===== src/rtl/core/cds_pkg.sv =====
package cds_pkg;

  localparam int MAX_NESTING = 64;
  localparam int NUM_SYMBOLS = 64;
  localparam int DEPTH_W     = $clog2(MAX_NESTING + 1);
  localparam int SYM_W       = 6;
  localparam int MASK_W      = 64;
  localparam int CFG_IDX_W   = 2;

  localparam logic [2:0] ACT_PLAIN  = 3'd0;
  localparam logic [2:0] ACT_IF     = 3'd1;
  localparam logic [2:0] ACT_IFDEF  = 3'd2;
  localparam logic [2:0] ACT_IFNDEF = 3'd3;
  localparam logic [2:0] ACT_ELIF   = 3'd4;
  localparam logic [2:0] ACT_ELSE   = 3'd5;
  localparam logic [2:0] ACT_ENDIF  = 3'd6;
  localparam logic [2:0] ACT_END    = 3'd7;

  localparam logic [2:0] ERR_OK          = 3'd0;
  localparam logic [2:0] ERR_OVERFLOW    = 3'd1;
  localparam logic [2:0] ERR_NO_SYMBOL   = 3'd2;
  localparam logic [2:0] ERR_ELIF        = 3'd3;
  localparam logic [2:0] ERR_STRAY_ELSE  = 3'd4;
  localparam logic [2:0] ERR_DUP_ELSE    = 3'd5;
  localparam logic [2:0] ERR_STRAY_ENDIF = 3'd6;
  localparam logic [2:0] ERR_UNCLOSED    = 3'd7;

  localparam logic [CFG_IDX_W-1:0] CFG_DEFINED    = 2'd0;
  localparam logic [CFG_IDX_W-1:0] CFG_IGNORED    = 2'd1;
  localparam logic [CFG_IDX_W-1:0] CFG_COMPLEMENT = 2'd2;

  typedef enum logic [1:0] {
    KIND_UNKNOWN = 2'd0,
    KIND_KNOWN   = 2'd1,
    KIND_IGNORED = 2'd2
  } kind_t;

  typedef struct packed {
    logic             has_sym;
    logic [SYM_W-1:0] sym;
    kind_t            kind;
    logic             up_emit;
    logic             up_scan;
    logic             cond;
    logic             else_seen;
  } frame_t;

  typedef struct packed {
    logic push;
    logic pop;
    logic mark_else;
  } stk_ctl_t;

  typedef struct packed {
    logic               valid;
    logic [SYM_W-1:0]   idx;
    logic [DEPTH_W-1:0] cnt;
    logic               hit;
  } token_t;

endpackage


===== src/rtl/core/cds_cell.sv =====
module cds_cell (
  input  logic              clk,
  input  logic              rst_n,
  input  cds_pkg::stk_ctl_t ctl,
  input  cds_pkg::frame_t   frame_prev,
  input  cds_pkg::frame_t   frame_next,
  output cds_pkg::frame_t   frame_q,
  input  cds_pkg::token_t   tok_in,
  output cds_pkg::token_t   tok_out
);

  cds_pkg::frame_t frame_r;
  cds_pkg::frame_t frame_nxt;
  cds_pkg::token_t tok_r;
  cds_pkg::token_t tok_nxt;
  logic            occupied;

  always_comb begin
    frame_nxt = frame_r;
    if (ctl.push) begin
      frame_nxt = frame_prev;
    end else if (ctl.pop) begin
      frame_nxt = frame_next;
    end else if (ctl.mark_else) begin
      frame_nxt.else_seen = 1'b1;
    end
  end

  // The token counts down the frames still on the stack; cells past the top
  // of the stack hold stale frames and must not match.
  assign occupied = (tok_in.cnt != '0);

  always_comb begin
    tok_nxt       = tok_in;
    tok_nxt.cnt   = occupied ? tok_in.cnt - 1'b1 : tok_in.cnt;
    tok_nxt.hit   = tok_in.hit | (occupied & frame_r.has_sym & (frame_r.sym == tok_in.idx));
  end

  always_ff @(posedge clk) begin
    frame_r <= frame_nxt;
  end

  always_ff @(posedge clk) begin
    tok_r.idx <= tok_nxt.idx;
    tok_r.cnt <= tok_nxt.cnt;
    tok_r.hit <= tok_nxt.hit;
    if (!rst_n) begin
      tok_r.valid <= 1'b0;
    end else begin
      tok_r.valid <= tok_nxt.valid;
    end
  end

  assign frame_q = frame_r;
  assign tok_out = tok_r;

endmodule


===== src/rtl/core/conditional_directive_stack_top.sv =====
// An ifdef or ifndef line that names a symbol first sends a search token along the chain
// of stack cells, one cell a cycle, and executes once the token leaves the last cell.
// Every other line goes straight from the idle state to the execute state.
// One line is in flight at a time; the next line is taken while a result waits.
// Reset is synchronous and active low; it empties the stack and sets both flags.
module conditional_directive_stack_top (
  input  logic                            clk,
  input  logic                            rst_n,
  input  logic                            cfg_valid,
  output logic                            cfg_ready,
  input  logic [cds_pkg::CFG_IDX_W-1:0]   cfg_index,
  input  logic [cds_pkg::MASK_W-1:0]      cfg_data,
  input  logic                            in_valid,
  output logic                            in_ready,
  input  logic [2:0]                      in_action,
  input  logic                            in_symbol_present,
  input  logic                            in_symbol_found,
  input  logic [cds_pkg::SYM_W-1:0]       in_symbol_index,
  output logic                            out_valid,
  input  logic                            out_ready,
  output logic                            out_keep_line,
  output logic                            out_emits_before,
  output logic                            out_emits_after,
  output logic                            out_scans_before,
  output logic                            out_scans_after,
  output logic [2:0]                      out_error_code
);

  typedef enum logic [2:0] {
    ST_IDLE   = 3'b001,
    ST_SEARCH = 3'b010,
    ST_EXEC   = 3'b100
  } state_t;

  state_t state_r, state_nxt;

  logic [cds_pkg::MASK_W-1:0]  defined_r;
  logic [cds_pkg::MASK_W-1:0]  ignored_r;
  logic                        complement_r;
  logic [cds_pkg::DEPTH_W-1:0] depth_r, depth_nxt;
  logic                        emit_r, emit_nxt;
  logic                        scan_r, scan_nxt;

  logic [2:0]                  act_r;
  logic                        present_r;
  logic                        found_r;
  logic [cds_pkg::SYM_W-1:0]   idx_r;
  logic                        hit_r;

  logic                        out_valid_r;
  logic                        keep_r;
  logic                        eb_r, ea_r, sb_r, sa_r;
  logic [2:0]                  err_r;

  logic                        in_fire;
  logic                        exec_fire;
  logic                        needs_search;

  cds_pkg::stk_ctl_t           ctl;
  cds_pkg::stk_ctl_t           cell_ctl [cds_pkg::MAX_NESTING];
  cds_pkg::frame_t             frame_q  [cds_pkg::MAX_NESTING];
  cds_pkg::frame_t             frame_pv [cds_pkg::MAX_NESTING];
  cds_pkg::frame_t             frame_nx [cds_pkg::MAX_NESTING];
  cds_pkg::token_t             tok      [cds_pkg::MAX_NESTING + 1];
  cds_pkg::frame_t             new_frame;
  cds_pkg::frame_t             top_frame;

  logic                        raw;
  logic [2:0]                  err;
  logic                        is_line;
  logic                        at_max;
  logic                        known_sym;
  logic                        sym_cond;
  cds_pkg::kind_t              sym_kind;

  assign cfg_ready = 1'b1;
  assign in_ready  = (state_r == ST_IDLE);
  assign in_fire   = in_valid & in_ready;
  assign exec_fire = (state_r == ST_EXEC) & (~out_valid_r | out_ready);

  assign needs_search = ((in_action == cds_pkg::ACT_IFDEF) ||
                         (in_action == cds_pkg::ACT_IFNDEF)) && in_symbol_present;

  assign tok[0] = '{valid: in_fire & needs_search, idx: in_symbol_index,
                    cnt: depth_r, hit: 1'b0};

  genvar gi;
  generate
    for (gi = 0; gi < cds_pkg::MAX_NESTING; gi++) begin : g_cell
      if (gi == 0) begin : g_head
        assign frame_pv[gi] = new_frame;
        assign cell_ctl[gi] = ctl;
      end else begin : g_body
        assign frame_pv[gi] = frame_q[gi-1];
        assign cell_ctl[gi] = '{push: ctl.push, pop: ctl.pop, mark_else: 1'b0};
      end
      if (gi == cds_pkg::MAX_NESTING - 1) begin : g_tail
        assign frame_nx[gi] = frame_q[gi];
      end else begin : g_link
        assign frame_nx[gi] = frame_q[gi+1];
      end
      cds_cell u_cell (
        .clk        (clk),
        .rst_n      (rst_n),
        .ctl        (cell_ctl[gi]),
        .frame_prev (frame_pv[gi]),
        .frame_next (frame_nx[gi]),
        .frame_q    (frame_q[gi]),
        .tok_in     (tok[gi]),
        .tok_out    (tok[gi+1])
      );
    end
  endgenerate

  assign top_frame = frame_q[0];
  assign at_max    = (depth_r == cds_pkg::DEPTH_W'(cds_pkg::MAX_NESTING));
  assign known_sym = found_r & ~hit_r &
                     ({1'b0, idx_r} < (cds_pkg::SYM_W+1)'(cds_pkg::NUM_SYMBOLS));
  assign sym_cond  = defined_r[idx_r] ^ (act_r == cds_pkg::ACT_IFNDEF);
  assign sym_kind  = !known_sym    ? cds_pkg::KIND_UNKNOWN :
                     ignored_r[idx_r] ? cds_pkg::KIND_IGNORED : cds_pkg::KIND_KNOWN;

  always_comb begin
    raw       = 1'b0;
    err       = cds_pkg::ERR_OK;
    is_line   = 1'b1;
    ctl       = '0;
    depth_nxt = depth_r;
    emit_nxt  = emit_r;
    scan_nxt  = scan_r;
    new_frame = '{has_sym: 1'b0, sym: '0, kind: cds_pkg::KIND_UNKNOWN, up_emit: emit_r,
                  up_scan: scan_r, cond: 1'b0, else_seen: 1'b0};
    unique case (act_r)
      cds_pkg::ACT_PLAIN: begin
        raw = emit_r;
      end
      cds_pkg::ACT_IF: begin
        raw = emit_r;
        if (at_max) begin
          err = cds_pkg::ERR_OVERFLOW;
        end else begin
          ctl.push  = 1'b1;
          depth_nxt = depth_r + 1'b1;
        end
      end
      cds_pkg::ACT_IFDEF, cds_pkg::ACT_IFNDEF: begin
        if (!present_r) begin
          err = cds_pkg::ERR_NO_SYMBOL;
        end else begin
          raw               = emit_r & (sym_kind != cds_pkg::KIND_KNOWN);
          new_frame.has_sym = known_sym;
          new_frame.sym     = idx_r;
          new_frame.kind    = sym_kind;
          new_frame.cond    = known_sym & sym_cond;
          if (at_max) begin
            err = cds_pkg::ERR_OVERFLOW;
          end else begin
            ctl.push  = 1'b1;
            depth_nxt = depth_r + 1'b1;
            if (sym_kind == cds_pkg::KIND_KNOWN) begin
              emit_nxt = emit_r & sym_cond;
            end else if (sym_kind == cds_pkg::KIND_IGNORED) begin
              scan_nxt = scan_r & sym_cond;
            end
          end
        end
      end
      cds_pkg::ACT_ELIF: begin
        err = cds_pkg::ERR_ELIF;
      end
      cds_pkg::ACT_ELSE: begin
        if (depth_r == '0) begin
          err = cds_pkg::ERR_STRAY_ELSE;
        end else if (top_frame.else_seen) begin
          err = cds_pkg::ERR_DUP_ELSE;
        end else begin
          raw           = top_frame.up_emit & (top_frame.kind != cds_pkg::KIND_KNOWN);
          ctl.mark_else = 1'b1;
          if (top_frame.kind == cds_pkg::KIND_KNOWN) begin
            emit_nxt = top_frame.up_emit & ~top_frame.cond;
          end else if (top_frame.kind == cds_pkg::KIND_IGNORED) begin
            scan_nxt = top_frame.up_scan & ~top_frame.cond;
          end else begin
            emit_nxt = top_frame.up_emit;
            scan_nxt = top_frame.up_scan;
          end
        end
      end
      cds_pkg::ACT_ENDIF: begin
        if (depth_r == '0) begin
          err = cds_pkg::ERR_STRAY_ENDIF;
        end else begin
          raw       = top_frame.up_emit & (top_frame.kind != cds_pkg::KIND_KNOWN);
          emit_nxt  = top_frame.up_emit;
          scan_nxt  = top_frame.up_scan;
          ctl.pop   = 1'b1;
          depth_nxt = depth_r - 1'b1;
        end
      end
      cds_pkg::ACT_END: begin
        is_line = 1'b0;
        if (depth_r != '0) begin
          err = cds_pkg::ERR_UNCLOSED;
        end
      end
    endcase
    if (!exec_fire) begin
      ctl       = '0;
      depth_nxt = depth_r;
      emit_nxt  = emit_r;
      scan_nxt  = scan_r;
    end
  end

  always_comb begin
    state_nxt = state_r;
    unique case (state_r)
      ST_IDLE: begin
        if (in_fire) begin
          state_nxt = needs_search ? ST_SEARCH : ST_EXEC;
        end
      end
      ST_SEARCH: begin
        if (tok[cds_pkg::MAX_NESTING].valid) begin
          state_nxt = ST_EXEC;
        end
      end
      ST_EXEC: begin
        if (exec_fire) begin
          state_nxt = ST_IDLE;
        end
      end
      default: begin
        state_nxt = ST_IDLE;
      end
    endcase
  end

  always_ff @(posedge clk) begin
    if (!rst_n) begin
      state_r      <= ST_IDLE;
      depth_r      <= '0;
      emit_r       <= 1'b1;
      scan_r       <= 1'b1;
      defined_r    <= '0;
      ignored_r    <= '0;
      complement_r <= 1'b0;
      out_valid_r  <= 1'b0;
    end else begin
      state_r     <= state_nxt;
      depth_r     <= depth_nxt;
      emit_r      <= emit_nxt;
      scan_r      <= scan_nxt;
      out_valid_r <= exec_fire | (out_valid_r & ~out_ready);
      if (cfg_valid && cfg_ready) begin
        if (cfg_index == cds_pkg::CFG_DEFINED) begin
          defined_r <= cfg_data;
        end else if (cfg_index == cds_pkg::CFG_IGNORED) begin
          ignored_r <= cfg_data;
        end else if (cfg_index == cds_pkg::CFG_COMPLEMENT) begin
          complement_r <= cfg_data[0];
        end
      end
    end
  end

  always_ff @(posedge clk) begin
    if (in_fire) begin
      act_r     <= in_action;
      present_r <= in_symbol_present;
      found_r   <= in_symbol_found;
      idx_r     <= in_symbol_index;
      hit_r     <= 1'b0;
    end else if (state_r == ST_SEARCH && tok[cds_pkg::MAX_NESTING].valid) begin
      hit_r <= tok[cds_pkg::MAX_NESTING].hit;
    end
    if (exec_fire) begin
      keep_r <= ((err == cds_pkg::ERR_OK) && is_line) ? (raw ^ complement_r) : 1'b0;
      eb_r   <= emit_r;
      ea_r   <= emit_nxt;
      sb_r   <= scan_r;
      sa_r   <= scan_nxt;
      err_r  <= err;
    end
  end

  assign out_valid        = out_valid_r;
  assign out_keep_line    = keep_r;
  assign out_emits_before = eb_r;
  assign out_emits_after  = ea_r;
  assign out_scans_before = sb_r;
  assign out_scans_after  = sa_r;
  assign out_error_code   = err_r;

  a_depth_bound: assert property (@(posedge clk) disable iff (!rst_n)
    depth_r <= cds_pkg::DEPTH_W'(cds_pkg::MAX_NESTING))
    else $error("stack depth beyond nesting limit");

  a_result_from_exec: assert property (@(posedge clk) disable iff (!rst_n)
    $rose(out_valid_r) |-> $past(state_r == ST_EXEC))
    else $error("result beat without execution");

  a_token_in_search: assert property (@(posedge clk) disable iff (!rst_n)
    tok[cds_pkg::MAX_NESTING].valid |-> (state_r == ST_SEARCH))
    else $error("search token finished outside search");

  a_error_keeps_state: assert property (@(posedge clk) disable iff (!rst_n)
    (exec_fire && err != cds_pkg::ERR_OK) |=> ($stable(depth_r) && $stable(emit_r) &&
                                               $stable(scan_r)))
    else $error("error line changed the stack state");

  a_no_push_at_max: assert property (@(posedge clk) disable iff (!rst_n)
    ctl.push |-> !at_max)
    else $error("push on a full stack");

endmodule


===== config.mk =====
export PLATFORM = sky130hd
export DESIGN_NAME = conditional_directive_stack_top
export DESIGN_NICKNAME = d
export VERILOG_FILES = /design/src/rtl/core/cds_pkg.sv /design/src/rtl/core/cds_cell.sv /design/src/rtl/core/conditional_directive_stack_top.sv
export SDC_FILE = /design/constraint.sdc
export NUM_CORES = 2
export LEC_CHECK = 0
export BUFFER_PORTS_ARGS = -buffer_cell sky130_fd_sc_hd__clkbuf_2
export CELL_PAD_IN_SITES_DETAIL_PLACEMENT = 0
export CELL_PAD_IN_SITES_GLOBAL_PLACEMENT = 1
export CORE_MARGIN = 2
export CORE_UTILIZATION = 54
export CTS_BUF_LIST = sky130_fd_sc_hd__clkbuf_4 sky130_fd_sc_hd__clkbuf_8 sky130_fd_sc_hd__clkbuf_16
export DETAILED_ROUTE_END_ITERATION = 6
export PLACE_DENSITY = 0.91
export REMOVE_ABC_BUFFERS = 1
export SYNTH_ARGS = -nofsm -noshare
export SYNTH_HDL_FRONTEND = slang
export SYNTH_SLANG_ARGS = --single-unit

===== constraint.sdc =====
create_clock -name clk -period 33.2 [get_ports clk]
set_input_delay 6.64 -clock clk [delete_from_list [all_inputs] [get_ports clk]]
set_output_delay 6.64 -clock clk [all_outputs]
set_load 0.005 [all_outputs]

==> results.sh <==
export IMPL_outcome="finished clean"
export IMPL_clock_path_buffers=3
export IMPL_yosys_area_share_simple=0.209
export IMPL_drive_gt1_frac=0.0754
export IMPL_ys_seq_area_frac=0.614
export IMPL_holdBufCountCts=0
export IMPL_crit_reg2reg_launch="state_r[2]"
export IMPL_cp_required_ns=33.61
export IMPL_max_cap_violations=0
export IMPL_maxSlewHeadroom=0.227
export IMPL_cts_made_buffers=191
export IMPL_synth_cells=7643
export IMPL_synth_top_area_frac=0.331
export IMPL_place_gp_congestion=0.795
export IMPL_r2r_cells=9
export IMPL_wl_per_cell_um=14.4
export IMPL_p_leak_nw=35.1
export IMPL_drt_initial_drc_count=3378
export IMPL_die_w_um=382
export IMPL_holdPathStages=0
export IMPL_fin_nets=7847
export IMPL_drc=0
export IMPL_synth_compound_area_share=0.0314
export IMPL_grt_max_degree=207
export IMPL_numClockSinks=1941
export IMPL_diodes=0
export IMPL_fillers=11600
export IMPL_fin_tns_setup_ns=0
export IMPL_dieArea_sq_um=146000
export IMPL_yosys_top_cells_count="2791 x nand2_1, 1091 x dfxtp_1, 850 x edfxtp_1"
export IMPL_p_per_area_nw_per_um2=68.3
export IMPL_startpoint="out_ready"
export IMPL_fmax_mhz=86.0
export IMPL_htree_levels=4
export IMPL_die_h_um=382
export IMPL_timing_hold_ws_ns=0.348
export IMPL_gr_total_overflow=0
export IMPL_clk_latency_ns=0.81
export IMPL_grt_setup_unrepaired="no"
export IMPL_root_buffer="clkbuf_16"
export IMPL_hpwl_mm=88.1
export IMPL_start_kind="input pin"
export IMPL_syn2layout_area_growth_pct=10.6
export IMPL_ir_drop_mv=0.0578
export IMPL_ant_nets=0
export IMPL_min_path_type="reg2reg"
export IMPL_drtPass1Iterations=5
export IMPL_grt_pass1_wl_mm=237
export IMPL_start_util=0.544
export IMPL_drt_total_wl_mm=139
export IMPL_muxShareOfSynthArea=0.0185
export IMPL_routed_via_density=5.08
export IMPL_grt_usage=0.190
export IMPL_crit_type="in2reg"
export IMPL_yosys_cell_count_top_type="nand2_1"
export IMPL_rows=138
export IMPL_cp_arrival_ns=12.04
export IMPL_cp_end_kind="flop"
export IMPL_synth_top_family_by_area="simple AND/OR/NAND/NOR gates"
export IMPL_ys_ff_latch=1941
export IMPL_yosys_warnings=0
export IMPL_stdcell_count=9698
export IMPL_utilization=0.602
export IMPL_worst_pin_slew_ns=1.16
export IMPL_post_cts_buffers=0
export IMPL_vias=49300
export IMPL_crit_path_max_fanout=168
export IMPL_netlist_area_sq_um=77100
export IMPL_skew_ns=0.0357
export IMPL_antenna_found_initial=2
export IMPL_first_global_vias=49400
export IMPL_cts_tree="done"
export IMPL_final_hold_violation_count=0
export IMPL_r2r_setup_slack_ns=26.62
export IMPL_coreArea_sq_um=142000
export IMPL_final_max_slew_viol_count=0
export IMPL_synth_edf_count=850
export IMPL_io_buffers=91
export IMPL_dp_cells=9336
export IMPL_clkTransAtPathRegs_ns=0.06
export IMPL_p_total_w=0.00583
export IMPL_synth_fa_ha_area_frac=0.0204
export IMPL_syn_avg_cell_area_sq_um=10.1
export IMPL_post_cts_resize_count=0
export IMPL_synth_top_area_cell="edfxtp_1"
export IMPL_setup_viol=0
export IMPL_async_reset_ff_frac=0
export IMPL_yosysUniqueCellTypes=64
export IMPL_synthTopCellsByArea="edfxtp_1 33%, dfxtp_1 28%, nand2_1 14%"
export IMPL_ioPinCount=93
export IMPL_worstHoldStart="g_cell[37].u_cell.tok_out[13]"
export IMPL_min_period_over_period=0.350
export IMPL_synthFlopType="dfxtp_1"
export IMPL_r2r_end="g_cell[63].u_cell.frame_q[8]"
export IMPL_period_needed_ns=11.63
export IMPL_synthXorXnorAreaFrac=0.0802
export IMPL_min_to="g_cell[38].u_cell.tok_out[13]"
layout make-up:
type	instances	area, sq um	share of cell area
flip-flops and latches	1941	47400	0.555
multi-input cells	5195	27800	0.326
clock buffers	274	5640	0.0661
well taps	1890	2360	0.0277
clock inverters	88	734	0.00861
repair buffers	122	719	0.00843
inverters	188	713	0.00836
worst max-delay path, stage by stage:
cell and delay, ns:
clkbuf_2 0.07, nand2b_1 0.14, nor2b_1 0.14, buf_4 0.24
nand3_4 0.64, buf_4 0.65, inv_8 0.76, buf_4 0.82
buf_4 0.88, buf_4 0.86
worst max path at each step:
stage	to	slack (ns)
4_1_cts	g_cell[62].u_cell.frame_q[6]	21.53
6_report	g_cell[63].u_cell.frame_q[8]	21.57
3_3_place_gp	g_cell[63].u_cell.frame_q[10]	20.71
2_1_floorplan	g_cell[0].u_cell.frame_q[10]	-28.96
5_1_grt	g_cell[62].u_cell.frame_q[6]	20.96
3_5_place_dp	g_cell[63].u_cell.frame_q[10]	20.68
power breakdown:
group / total, W / internal [W] / switching [W]
Combinational: 0.000730 / 0.000368 / 0.000362
Clock: 0.00215 / 0.00125 / 0.000898
Sequential: 0.00295 / 0.00274 / 0.000209
Total: 0.00583 / 0.00436 / 0.00147
cells by family (layout without fill, tap and decap cells):
logic type      Yosys count  after routing
fa+ha+maj               126            126
flops                  1941           1941
compound gates          344            344
other cells               1              1
xor+xnor                706            706
buf+inv                 507            672
mux                     116            116
simple gates           3902           3902
metrics by stage:
stage / setup WS (ns) / area, sq um
3_3_place_gp: 20.71 / 78900
4_1_cts: 21.53 / 85300
5_1_grt: 20.96 / 85300
6_report: 21.57 / 85300
2_1_floorplan: -28.96 / 75800
3_5_place_dp: 20.68 / 78900
state kept, by name (all words and copies together) (netlist names), 6 cells and up:
register and count:
defined_r 64, depth_r 7, g_cell.u_cell.frame_q 832, g_cell.u_cell.tok_out 947, idx_r 6, ignored_r 64
metal layers:
layer	wire [um]	up-vias	global-route usage
met5	16	-	0
met2	67300	702	0.323
met1	63400	23500	0.251
met4	3200	2	0.0555
li1	-	24800	-
met3	5270	257	0.0317
cells in the final DEF, fill, tap and decap left out, types with 29 or more instances in the layout:
cell,count
clkbuf_4,54
a21oi_1,64
nand2_1,2791
nor2_1,501
or3_1,99
ha_1,126
nand4_1,56
or2_2,49
a21boi_0,129
dfxtp_1,1091
xor2_1,272
nor4_1,78
clkbuf_2,90
mux2i_1,47
buf_4,29
xnor2_1,434
mux2_2,53
and2_1,122
a21o_1,62
clkinv_2,38
edfxtp_1,850
clkbuf_16,196
inv_1,187
nor3_1,128
(Power assumes the default switching activity.)
